### src/rtl/isf_pkg.sv
// ----------------------------------------------------------------------------
// isf_pkg
// Shared types, constants and byte-match helpers of the ingress source
// anti-spoof filter.
// ----------------------------------------------------------------------------
package isf_pkg;

  localparam int unsigned POS_W  = 6;
  localparam int unsigned MAC_W  = 48;
  localparam int unsigned IP_W   = 32;
  localparam int unsigned CFG_IDX_W  = 2;
  localparam int unsigned CFG_DATA_W = 48;

  localparam logic [POS_W-1:0] POS_MAX = 6'd63;

  localparam logic [15:0] ETYPE_IPV4 = 16'h0800;
  localparam logic [15:0] ETYPE_ARP  = 16'h0806;

  // byte positions of the checked fields
  localparam logic [POS_W-1:0] POS_SMAC_LO = 6'd6;
  localparam logic [POS_W-1:0] POS_SMAC_HI = 6'd11;
  localparam logic [POS_W-1:0] POS_ETYPE_0 = 6'd12;
  localparam logic [POS_W-1:0] POS_ETYPE_1 = 6'd13;
  localparam logic [POS_W-1:0] POS_ARP_LO  = 6'd14;
  localparam logic [POS_W-1:0] POS_ARP_HI  = 6'd21;
  localparam logic [POS_W-1:0] POS_SHA_LO  = 6'd22;
  localparam logic [POS_W-1:0] POS_SHA_HI  = 6'd27;
  localparam logic [POS_W-1:0] POS_IPSRC_LO = 6'd26;
  localparam logic [POS_W-1:0] POS_IPSRC_HI = 6'd29;
  localparam logic [POS_W-1:0] POS_SPA_LO  = 6'd28;
  localparam logic [POS_W-1:0] POS_SPA_HI  = 6'd31;

  // smallest last-byte positions of frames long enough for each check
  localparam logic [POS_W-1:0] POS_MIN_ETH  = 6'd13;
  localparam logic [POS_W-1:0] POS_MIN_IPV4 = 6'd33;
  localparam logic [POS_W-1:0] POS_MIN_ARP  = 6'd31;

  localparam logic [7:0] ARP_HLEN  = 8'd6;
  localparam logic [7:0] ARP_PLEN  = 8'd4;
  localparam logic [7:0] ARP_OP_REQ = 8'd1;
  localparam logic [7:0] ARP_OP_REP = 8'd2;

  typedef enum logic [CFG_IDX_W-1:0] {
    REG_ENTRY_PRESENT = 2'd0,
    REG_ALLOWED_MAC   = 2'd1,
    REG_ALLOWED_IP    = 2'd2
  } reg_idx_t;

  typedef enum logic [2:0] {
    RSN_PASS      = 3'd0,
    RSN_NO_ENTRY  = 3'd1,
    RSN_RUNT      = 3'd2,
    RSN_MAC       = 3'd3,
    RSN_IP        = 3'd4,
    RSN_ARP_BAD   = 3'd5,
    RSN_ARP_ADDR  = 3'd6,
    RSN_ETYPE     = 3'd7
  } reason_t;

  typedef struct packed {
    logic              entry_present;
    logic [MAC_W-1:0]  allowed_mac;
    logic [IP_W-1:0]   allowed_ip;
  } cfg_t;

  typedef struct packed {
    logic              fire;
    logic [7:0]        data;
    logic              last;
  } beat_t;

  typedef struct packed {
    logic              verdict;
    reason_t           reason;
  } result_t;

  // MAC byte in wire order, index 0 is the first byte on the wire
  function automatic logic [7:0] mac_byte(input logic [MAC_W-1:0] mac,
                                          input logic [2:0] idx);
    logic [7:0] r;
    case (idx)
      3'd0:    r = mac[47:40];
      3'd1:    r = mac[39:32];
      3'd2:    r = mac[31:24];
      3'd3:    r = mac[23:16];
      3'd4:    r = mac[15:8];
      default: r = mac[7:0];
    endcase
    return r;
  endfunction

  function automatic logic [7:0] ip_byte(input logic [IP_W-1:0] ip,
                                         input logic [1:0] idx);
    return ip[{idx, 3'b000} +: 8];
  endfunction

  // fixed ARP header bytes: Ethernet/IPv4, hlen 6, plen 4, op request/reply
  function automatic logic arp_byte_bad(input logic [POS_W-1:0] pos,
                                        input logic [7:0] b);
    logic bad;
    case (pos)
      6'd14:   bad = (b != 8'h00);
      6'd15:   bad = (b != 8'h01);
      6'd16:   bad = (b != ETYPE_IPV4[15:8]);
      6'd17:   bad = (b != ETYPE_IPV4[7:0]);
      6'd18:   bad = (b != ARP_HLEN);
      6'd19:   bad = (b != ARP_PLEN);
      6'd20:   bad = (b != 8'h00);
      6'd21:   bad = (b != ARP_OP_REQ) && (b != ARP_OP_REP);
      default: bad = 1'b0;
    endcase
    return bad;
  endfunction

endpackage

### src/rtl/isf_parser.sv
// ----------------------------------------------------------------------------
// isf_parser
// Per-frame byte tracker: match flags, ethertype and byte position, plus the
// verdict for the byte being consumed.
// ----------------------------------------------------------------------------
module isf_parser (
  input  logic              clk,
  input  logic              rst,
  input  isf_pkg::beat_t    beat,
  input  isf_pkg::cfg_t     cfg,
  output isf_pkg::result_t  result
);

  logic [isf_pkg::POS_W-1:0] byte_position;
  logic                      source_mac_match;
  logic [15:0]               ether_type;
  logic                      arp_header_ok;
  logic                      sender_mac_match;
  logic                      source_ip_match;

  logic                      source_mac_match_next;
  logic [15:0]               ether_type_next;
  logic                      arp_header_ok_next;
  logic                      sender_mac_match_next;
  logic                      source_ip_match_next;

  logic [isf_pkg::POS_W-1:0] p;
  logic [7:0]                b;
  logic [isf_pkg::POS_W-1:0] smac_off;
  logic [isf_pkg::POS_W-1:0] sha_off;
  logic [isf_pkg::POS_W-1:0] ipsrc_off;
  logic [isf_pkg::POS_W-1:0] spa_off;
  logic                      in_smac;
  logic                      in_sha;
  logic                      in_ip;
  logic [7:0]                ip_exp;
  isf_pkg::reason_t          reason;

  assign p = byte_position;
  assign b = beat.data;

  assign smac_off  = p - isf_pkg::POS_SMAC_LO;
  assign sha_off   = p - isf_pkg::POS_SHA_LO;
  assign ipsrc_off = p - isf_pkg::POS_IPSRC_LO;
  assign spa_off   = p - isf_pkg::POS_SPA_LO;

  assign in_smac = (p >= isf_pkg::POS_SMAC_LO) && (p <= isf_pkg::POS_SMAC_HI);
  assign in_sha  = (p >= isf_pkg::POS_SHA_LO) && (p <= isf_pkg::POS_SHA_HI);

  always_comb begin
    source_mac_match_next = source_mac_match &
        !(in_smac && (b != isf_pkg::mac_byte(cfg.allowed_mac, smac_off[2:0])));

    if (p == isf_pkg::POS_ETYPE_0 || p == isf_pkg::POS_ETYPE_1) begin
      ether_type_next = {ether_type[7:0], b};
    end else begin
      ether_type_next = ether_type;
    end

    arp_header_ok_next = arp_header_ok & !isf_pkg::arp_byte_bad(p, b);

    sender_mac_match_next = sender_mac_match &
        !(in_sha && (b != isf_pkg::mac_byte(cfg.allowed_mac, sha_off[2:0])));

    // IPv4 source sits at 26..29, ARP sender address at 28..31
    if (ether_type_next == isf_pkg::ETYPE_IPV4) begin
      in_ip  = (p >= isf_pkg::POS_IPSRC_LO) && (p <= isf_pkg::POS_IPSRC_HI);
      ip_exp = isf_pkg::ip_byte(cfg.allowed_ip, ipsrc_off[1:0]);
    end else begin
      in_ip  = (p >= isf_pkg::POS_SPA_LO) && (p <= isf_pkg::POS_SPA_HI);
      ip_exp = isf_pkg::ip_byte(cfg.allowed_ip, spa_off[1:0]);
    end
    source_ip_match_next = source_ip_match & !(in_ip && (b != ip_exp));
  end

  always_comb begin
    if (!cfg.entry_present) begin
      reason = isf_pkg::RSN_NO_ENTRY;
    end else if (p < isf_pkg::POS_MIN_ETH) begin
      reason = isf_pkg::RSN_RUNT;
    end else if (!source_mac_match_next) begin
      reason = isf_pkg::RSN_MAC;
    end else if (ether_type_next == isf_pkg::ETYPE_IPV4) begin
      if (p < isf_pkg::POS_MIN_IPV4) begin
        reason = isf_pkg::RSN_RUNT;
      end else if (!source_ip_match_next) begin
        reason = isf_pkg::RSN_IP;
      end else begin
        reason = isf_pkg::RSN_PASS;
      end
    end else if (ether_type_next == isf_pkg::ETYPE_ARP) begin
      if (p < isf_pkg::POS_MIN_ARP) begin
        reason = isf_pkg::RSN_RUNT;
      end else if (!arp_header_ok_next) begin
        reason = isf_pkg::RSN_ARP_BAD;
      end else if (!sender_mac_match_next || !source_ip_match_next) begin
        reason = isf_pkg::RSN_ARP_ADDR;
      end else begin
        reason = isf_pkg::RSN_PASS;
      end
    end else begin
      reason = isf_pkg::RSN_ETYPE;
    end
  end

  assign result.verdict = (reason == isf_pkg::RSN_PASS);
  assign result.reason  = reason;

  always_ff @(posedge clk) begin
    if (rst || (beat.fire && beat.last)) begin
      byte_position    <= '0;
      source_mac_match <= 1'b1;
      ether_type       <= '0;
      arp_header_ok    <= 1'b1;
      sender_mac_match <= 1'b1;
      source_ip_match  <= 1'b1;
    end else if (beat.fire) begin
      if (byte_position != isf_pkg::POS_MAX) begin
        byte_position <= byte_position + 1'b1;
      end
      source_mac_match <= source_mac_match_next;
      ether_type       <= ether_type_next;
      arp_header_ok    <= arp_header_ok_next;
      sender_mac_match <= sender_mac_match_next;
      source_ip_match  <= source_ip_match_next;
    end
  end

endmodule

### src/rtl/ingress_source_spoof_filter.sv
// ----------------------------------------------------------------------------
// ingress_source_spoof_filter
// Source anti-spoof filter for Ethernet frames carrying IPv4 or ARP.
// ----------------------------------------------------------------------------
// Frames enter one byte per beat starting at the destination MAC; the beat
// with last_byte set yields one verdict/drop_reason beat, other beats yield
// nothing. The filter takes one byte every cycle while frame_stall is low:
// each byte passes an input register, then one compare-and-update step
// against the frame state into the result register, so a verdict is valid
// in the cycle after its last byte leaves the input register. frame_stall rises
// only while a finished verdict is held in the result register and the next
// last byte is waiting behind it. Registers are written through the cfg port
// (always ready) and should be changed between frames.
module ingress_source_spoof_filter (
  input  logic                            clk,
  input  logic                            rst,
  input  logic                            frame_valid,
  output logic                            frame_stall,
  input  logic [7:0]                      frame_byte,
  input  logic                            last_byte,
  output logic                            verdict_valid,
  input  logic                            verdict_stall,
  output logic                            verdict,
  output logic [2:0]                      drop_reason,
  input  logic                            cfg_valid,
  output logic                            cfg_ready,
  input  logic [isf_pkg::CFG_IDX_W-1:0]   cfg_index,
  input  logic [isf_pkg::CFG_DATA_W-1:0]  cfg_data
);

  isf_pkg::cfg_t     cfg;
  isf_pkg::beat_t    beat;
  isf_pkg::result_t  result;

  logic       s1_valid;
  logic [7:0] s1_byte;
  logic       s1_last;
  logic       out_free;
  logic       s1_fire;

  assign cfg_ready = 1'b1;

  always_ff @(posedge clk) begin
    if (rst) begin
      cfg <= '0;
    end else if (cfg_valid && cfg_ready) begin
      unique case (cfg_index)
        isf_pkg::REG_ENTRY_PRESENT: cfg.entry_present <= cfg_data[0];
        isf_pkg::REG_ALLOWED_MAC:   cfg.allowed_mac   <= cfg_data[isf_pkg::MAC_W-1:0];
        isf_pkg::REG_ALLOWED_IP:    cfg.allowed_ip    <= cfg_data[isf_pkg::IP_W-1:0];
        default: ;
      endcase
    end
  end

  // non-last bytes only touch frame state, so they never wait on the output
  assign out_free    = !verdict_valid || !verdict_stall;
  assign s1_fire     = s1_valid && (!s1_last || out_free);
  assign frame_stall = s1_valid && !s1_fire;

  always_ff @(posedge clk) begin
    if (rst) begin
      s1_valid <= 1'b0;
    end else if (!frame_stall) begin
      s1_valid <= frame_valid;
    end
  end

  always_ff @(posedge clk) begin
    if (frame_valid && !frame_stall) begin
      s1_byte <= frame_byte;
      s1_last <= last_byte;
    end
  end

  assign beat.fire = s1_fire;
  assign beat.data = s1_byte;
  assign beat.last = s1_last;

  isf_parser u_parser (
    .clk    (clk),
    .rst    (rst),
    .beat   (beat),
    .cfg    (cfg),
    .result (result)
  );

  always_ff @(posedge clk) begin
    if (rst) begin
      verdict_valid <= 1'b0;
    end else if (s1_fire && s1_last) begin
      verdict_valid <= 1'b1;
    end else if (!verdict_stall) begin
      verdict_valid <= 1'b0;
    end
  end

  always_ff @(posedge clk) begin
    if (s1_fire && s1_last) begin
      verdict     <= result.verdict;
      drop_reason <= result.reason;
    end
  end

endmodule

### config.mk
export PLATFORM = sky130hd
export DESIGN_NAME = ingress_source_spoof_filter
export DESIGN_NICKNAME = d
export VERILOG_FILES = /design/src/rtl/isf_pkg.sv /design/src/rtl/isf_parser.sv /design/src/rtl/ingress_source_spoof_filter.sv
export SDC_FILE = /design/constraint.sdc
export NUM_CORES = 1
export LEC_CHECK = 0
export ABC_CLOCK_PERIOD_IN_PS = 6880
export BUFFER_PORTS_ARGS = -buffer_cell sky130_fd_sc_hd__buf_2
export CAP_MARGIN = 20
export CORE_MARGIN = 3
export CORE_UTILIZATION = 50
export CTS_CLUSTER_DIAMETER = 200
export CTS_CLUSTER_SIZE = 28
export DETAILED_ROUTE_END_ITERATION = 10
export PLACE_DENSITY_LB_ADDON = 0.2
export RECOVER_POWER = 50
export SLEW_MARGIN = 25
export SYNTH_ARGS = -nofsm -noshare
export SYNTH_HDL_FRONTEND = slang
export SYNTH_SLANG_ARGS = --single-unit
### constraint.sdc
create_clock -name clk -period 6.88 [get_ports clk]
set_input_delay 0.344 -clock clk [delete_from_list [all_inputs] [get_ports clk]]
set_output_delay 0.344 -clock clk [all_outputs]
set_load 0.05 [all_outputs]
==> results of run 1 <==
## power by group through the flow
stage                     Clock [mW]  Sequential (mW)  Combinational [mW]
after CTS                      0.945            0.759               0.151
final                          0.935            0.760               0.152
after global routing           0.980            0.762               0.167
after detailed placement           0            0.775               0.151
after floorplan                    0            0.767               0.105
after global placement             0            0.774               0.147
## layout make-up
cell class	count	area, um^2
multi-input cells	571	3272
well taps	143	178.9
fillers	1034	4617
repair buffers	74	372.9
flip-flops and latches	122	2572
inverters	19	71.32
clock inverters	12	147.6
clock buffers	20	479.2
## kinds of logic after synthesis
logic type / share of synthesized area
other: 0.0006110
xor gates and xnor gates: 0.01284
adders and majority gates: 0.01427
AOI/OAI and AO/OA: 0.1717
DFF: 0.4192
and+or+nand+nor: 0.2424
buffers and inverters: 0.04791
muxes: 0.09113
## worst reg2reg max path: stages, from the launching register on
cell	delay, ps
dfxtp_1	540
inv_2	340
ha_1	610
nor2_1	190
nor4_4	330
mux2_1	440
nand3_4	270
mux4_1	590
nand2_1	90
nand4_2	150
nor4_4	450
nor4_1	100
o31a_1	300
## flip-flops by register name, summed over array words and instances (netlist names), 3 cells and up
register and cells:
cfg 81, u_parser.ether_type 16, s1_byte 8, u_parser.byte_position 6
drop_reason 3
## placed cells by master (no fill, tap or decap), types with 4 or more instances in the layout
cell type	netlist	layout
xnor2_1	6	6
inv_2	4	4
dfxtp_1	109	109
mux4_2	11	11
inv_6	0	6
o21ai_1	5	5
nor2_1	33	33
clkbuf_1	47	7
and2_1	4	4
mux2i_1	26	26
o31a_1	4	4
nand2b_1	5	5
buf_4	1	4
o21ai_0	8	8
nand3_1	8	8
nand2_1	239	239
o211ai_1	4	4
a22oi_1	9	9
o22ai_1	5	5
nor3_1	7	7
clkbuf_16	0	19
inv_1	15	15
a21oi_1	114	114
buf_2	3	64
edfxtp_1	13	13
ha_1	7	7
a31oi_1	6	6
nand3b_1	7	7
## per-stage QoR
step / instance area [um^2] / power, mW / cells / hold WS (ps) / setup slack [ps]
3_5_place_dp: 6477 / 0.9253 / 929 / 445.8 / 2300
6_report: 7094 / 1.847 / 961 / 93.70 / 2226
4_1_cts: 7104 / 1.855 / 961 / 82.81 / 2281
2_1_floorplan: 6137 / 0.8715 / 769 / 431.1 / 2644
5_1_grt: 7094 / 1.909 / 961 / 80.33 / 1927
3_3_place_gp: 6476 / 0.9216 / 929 / 438.1 / 2448
## how the worst min path moves through the flow
stage                     slack (ps)               startpoint                       to  cells past startpoint
after floorplan                  430  u_parser.ether_type[10]  u_parser.ether_type[10]                      2
after global placement           440  u_parser.ether_type[10]  u_parser.ether_type[10]                      2
after detailed placement         450                   cfg[0]                   cfg[0]                      2
after CTS                         80            frame_byte[6]               s1_byte[6]                      1
after global routing              80            frame_byte[6]               s1_byte[6]                      1
final                             90            frame_byte[6]               s1_byte[6]                      1
## metal layers
| layer | GRT usage | wire length, um | vias to the layer above |
|---|---|---|---|
| li1 | - | - | 2720 |
| met1 | 0.3420 | 7311 | 2588 |
| met2 | 0.4206 | 8192 | 216 |
| met3 | 0.06632 | 1087 | 31 |
| met4 | 0.08563 | 420 | 0 |
| met5 | 0 | 0 | - |
==> reports/qor.yml, run 1 <==
switchingPower_mw: 0.4621
seq_power_share: 0.411
power_frac_comb: 0.082
finalClockSkew_ps: 10.13
ys_ff_latch: 122
maxCapViolations: 1
clkPwrFrac: 0.506
reg2regPathDepth: 12
worstSetupPathDepth: 12
yosys_most_used_dff: "dfxtp_1"
clkLatencyLatePin_ps: 430
fin_crit_ps: 4654
final_max_slew_viol_count: 86
crit_start: "u_parser.byte_position[1]"
grt_pass1_wl_um: 27230
cp_cell_sequence: "inv_2 -> ha_1 -> nor2_1 -> nor4_4 -> mux2_1 -> nand3_4 -> mux4_1 -> nand2_1 -> nand4_2 -> nor4_4 -> nor4_1 -> o31a_1"
worstPathMaxFanout: 22
rows: 39
die_y_um: 116.8
cts_tree: "built"
ctsResizeCount: 0
hp-class: "input pin to register"
grt_start_max_net_pins: 86
synth_commonest_cells: "239 x nand2_1, 114 x a21oi_1, 109 x dfxtp_1"
cts-root-buf: "clkbuf_16"
crit_arrival_ps: 4820
rsz0062_at_grt: "no"
path_delay_family: "simple AND/OR/NAND/NOR gates"
timing.rr.start: "u_parser.byte_position[1]"
yosys-top-cells-area: "dfxtp_1 36%, nand2_1 15%, a21oi_1 9.3%, edfxtp_1 6.4%, mux2i_1 4.2%"
setup_viol: 0
dieArea_um2: 13640
clk_path_buf_depth: 2
wl_per_cell_um: 17.70
grt_pass1_vias: 5269
final_util: 0.6058
tightest_slew_ps: 3793
yosysMostFrequentCell: "nand2_1"
ctsHoldBuffers: 0
die_w_um: 116.8
ir_drop_uv: 238.4
path_class: "register to register"
clk_pin_slew_ps: 60
synth_top_area_cell: "dfxtp_1"
start_kind: "register"
area_delta_synth_final_pct: 15.60
slew_headroom: -1.529
slowest_stage: "ha_1"
drt_first_pass_iters: 5
io_buffers: 69
cp_num_buf_inv: 1
leakage_nw: 2.656
switching_share: 0.2503
core_area_um2: 11710
drtAntennaViolNets: 0
avgSynthCellArea_um2: 7.981
nets: 876
antenna_found_initial: 0
start_util: 0.5240
critPathCaptureType: "register"
crit_path_max_incr_delay_ps: 610
crit_path_end: "drop_reason[1]"
viasPerCell: 5.780
fin_setup_tns_ps: 0
intPower_mw: 1.384
syn-num-nets: 840
regToRegEndpoint: "drop_reason[1]"
synth.distinct_cells: 63
max_freq_ghz: 0.2149
yosysWarnings: 0
r2r_slack_ps: 2230
final_hold_viol_count: 0
synth-edff-count: 13
gp_congestion: 0.8996
ys_seq_area_frac: 0.4192
async_flop_share: 0
cts_buffers: 17
vias: 5555
drtIter0Drc: 487
cp_common_cell: "nor4_4"
critPathRequiredTime_ps: 7050
final_layout_size_suffix_gt1_frac: 0.1504
io_pins: 71
cts_max_level: 4
drc: 0
synth_top_area_frac: 0.3556
postCtsSetupRepairBufs: 0
grt_use_total: 0.2602
synthCells: 769
overflow: 0
syn_area_um2: 6137
outcome: "finished, violations left"
power_density_nw_per_um2: 260.3
finalCritPeriodShare: 0.6764
dpl.hpwl_um: 12180
diodes: 0
routed_wl_um: 17010
clock-sinks: 122
violations: "max-capacitance violations, max-slew violations"
Power figures use the tool's default switching activity.
==> inputs of run 2 (changes only) <==
- ABC_CLOCK_PERIOD_IN_PS: 6880 -> 4400
- clock period: 6.88 -> 4.4 ns (I/O delays scaled with it)
==> run 2 against run 1 <==
Net effect:
- setup slack worse by 1700 ps
- largest cell class unchanged
- the run still ends with max-capacitance violations, max-slew violations left
- die area stayed put
- flip-flop and latch count stayed put
==> reports/qor.yml, run 2 (synthesis results as in run 1) <==
io_buffers: 69  # unchanged
power_density_nw_per_um2: 400.3  # was 260.3 nW/um^2
routed_wl_um: 17070  # was 17010 um
worst_slack_ps: 554.9  # was 2226 ps
drt_first_pass_iters: 6  # was 5
hp-class: "input pin to register"  # unchanged
cts-root-buf: "clkbuf_16"  # unchanged
drtIter0Drc: 526  # was 487
wl_per_cell_um: 17.54  # was 17.70 um
ctsHoldBuffers: 9  # was 0
maxCapViolations: 1  # unchanged
worstPathMaxFanout: 18  # was 22
finalClockSkew_ps: 7.020  # was 10.13 ps
final_layout_size_suffix_gt1_frac: 0.1530  # was 0.1504
die_y_um: 116.8  # unchanged
overflow: 0  # unchanged
cp_cell_sequence: "nand2_1 -> nor4_4 -> mux2_1 -> nand3_4 -> mux4_1 -> nand2_1 -> nand4_2 -> nor4_4 -> nor4_1 -> o31a_1"  # was inv_2 -> ha_1 -> nor2_1 -> nor4_4 -> mux2_1 -> nand3_4 -> mux4_1 -> nand2_1 -> nand4_2 -> nor4_4 -> nor4_1 -> o31a_1
grt_start_max_net_pins: 85  # was 86
finalCritPeriodShare: 0.8739  # was 0.6764
viasPerCell: 5.871  # was 5.780
multi_input_area_um2: 3272  # unchanged
violations: "max-capacitance violations, max-slew violations"  # unchanged
rows: 39  # unchanged
largest_register_ffs: 81  # unchanged
place_ws_ps: 575.8  # was 2300 ps
leakage_nw: 2.712  # was 2.656 nW
start_util: 0.5240  # unchanged
cts_buffers: 17  # unchanged
outcome: "finished, violations left"  # unchanged
grt_pass1_wl_um: 27300  # was 27230 um
slowest_stage: "dfxtp_1"  # was ha_1
crit_start: "u_parser.byte_position[2]"  # was u_parser.byte_position[1]
reg.largest.list: "cfg (81), u_parser.ether_type (16), s1_byte (8)"  # unchanged
fin_total_pwr_mw: 2.880  # was 1.847 mW
max_freq_ghz: 0.2601  # was 0.2149 GHz
crit_arrival_ps: 4010  # was 4820 ps
drtAntennaViolNets: 0  # unchanged
core_area_um2: 11710  # unchanged
ir_drop_uv: 344.9  # was 238.4 uV
postCtsSetupRepairBufs: 0  # unchanged
critPathRequiredTime_ps: 4570  # was 7050 ps
slew_headroom: -1.472  # was -1.529
cts_tree: "built"  # unchanged
clkLatencyLatePin_ps: 420  # was 430 ps
crit_path_max_incr_delay_ps: 590  # was 610 ps
clk_pin_slew_ps: 60  # about the same
antenna_found_initial: 0  # unchanged
clock-sinks: 122  # unchanged
ctsResizeCount: 0  # unchanged
hold_start: "cfg_data[45]"  # was frame_byte[6]
final_cell_mix: "239 x nand2_1, 114 x a21oi_1, 109 x dfxtp_1"  # unchanged
timing.rr.start: "u_parser.byte_position[2]"  # was u_parser.byte_position[1]
grt_use_total: 0.2606  # was 0.2602
tightest_slew_ps: 3707  # was 3793 ps
fin_crit_ps: 3845  # was 4654 ps
diodes: 0  # unchanged
die_w_um: 116.8  # unchanged
dieArea_um2: 13640  # unchanged
final_hold_viol_count: 0  # unchanged
top_register: "cfg"  # unchanged
cts_max_level: 4  # unchanged
nets: 888  # was 876
path_class: "register to register"  # unchanged
drc: 0  # unchanged
critPathCaptureType: "register"  # unchanged
rsz0062_at_grt: "no"  # unchanged
gp_congestion: 0.8871  # was 0.8996
nFillCells: 1060  # was 1034
dpl.hpwl_um: 12030  # was 12180 um
vias: 5712  # was 5555
fin_setup_tns_ps: 0  # unchanged
layout_commonest_cell: "nand2_1"  # unchanged
start_kind: "register"  # unchanged
r2r_slack_ps: 550  # was 2230 ps
grt_pass1_vias: 5394  # was 5269
final_max_slew_viol_count: 85  # was 86
regArea_um2: 2572  # unchanged
clk_path_buf_depth: 2  # unchanged
setup_viol: 0  # unchanged
io_pins: 71  # unchanged
area_delta_synth_final_pct: 17.25  # was 15.60%
[run 2: worst max-delay path, delay by kind of cell (launching register included)]
| family | cells | cell delay [ps] |
|---|---|---|
| mux | 2 | 1030 |
| flops | 1 | 590 |
| compound gates | 1 | 310 |
| simple gates | 7 | 1670 |
[run 2: metal layers]
metal  GRT usage  wire, um  up-vias
li1            -         -     2758
met1      0.3356      7372     2711
met2      0.4346      8313      206
met3     0.05964       996       37
met4     0.08639       389        0
met5           0         0        -
[run 2: where the power goes]
part           switching, mW  internal (mW)  total (mW)
clock                  0.520          0.924        1.44
sequential            0.0293           1.16        1.19
combinational          0.151         0.0984       0.249
[run 2: final cells by class]
cell class                      instances  share of cell area
Tap cell                              143             0.02487
Inverter                               19            0.009911
Sequential cell                       122              0.3575
Multi-Input combinational cell        571              0.4547
Clock buffer                           19             0.06295
Timing Repair Buffer                   86             0.06747
Clock inverter                         13             0.02260
[run 2: metrics by stage]
stage	instances	instance area, um^2	hold WS, ps	utilization
2_1_floorplan	769	6137	318.9	-
3_3_place_gp	932	6499	396.2	0.5549
3_5_place_dp	932	6500	398.6	0.5550
4_1_cts	973	7206	23.44	0.6153
5_1_grt	973	7196	40.33	0.6144
6_report	973	7196	34.84	0.6144
[run 2: worst paths after layout]
path / endpoint / cells after the start
hold / removal: cfg[77] / 3
hold reg to reg: cfg[23] / 2
setup reg to reg: drop_reason[1] / 10
setup / recovery: drop_reason[1] / 10
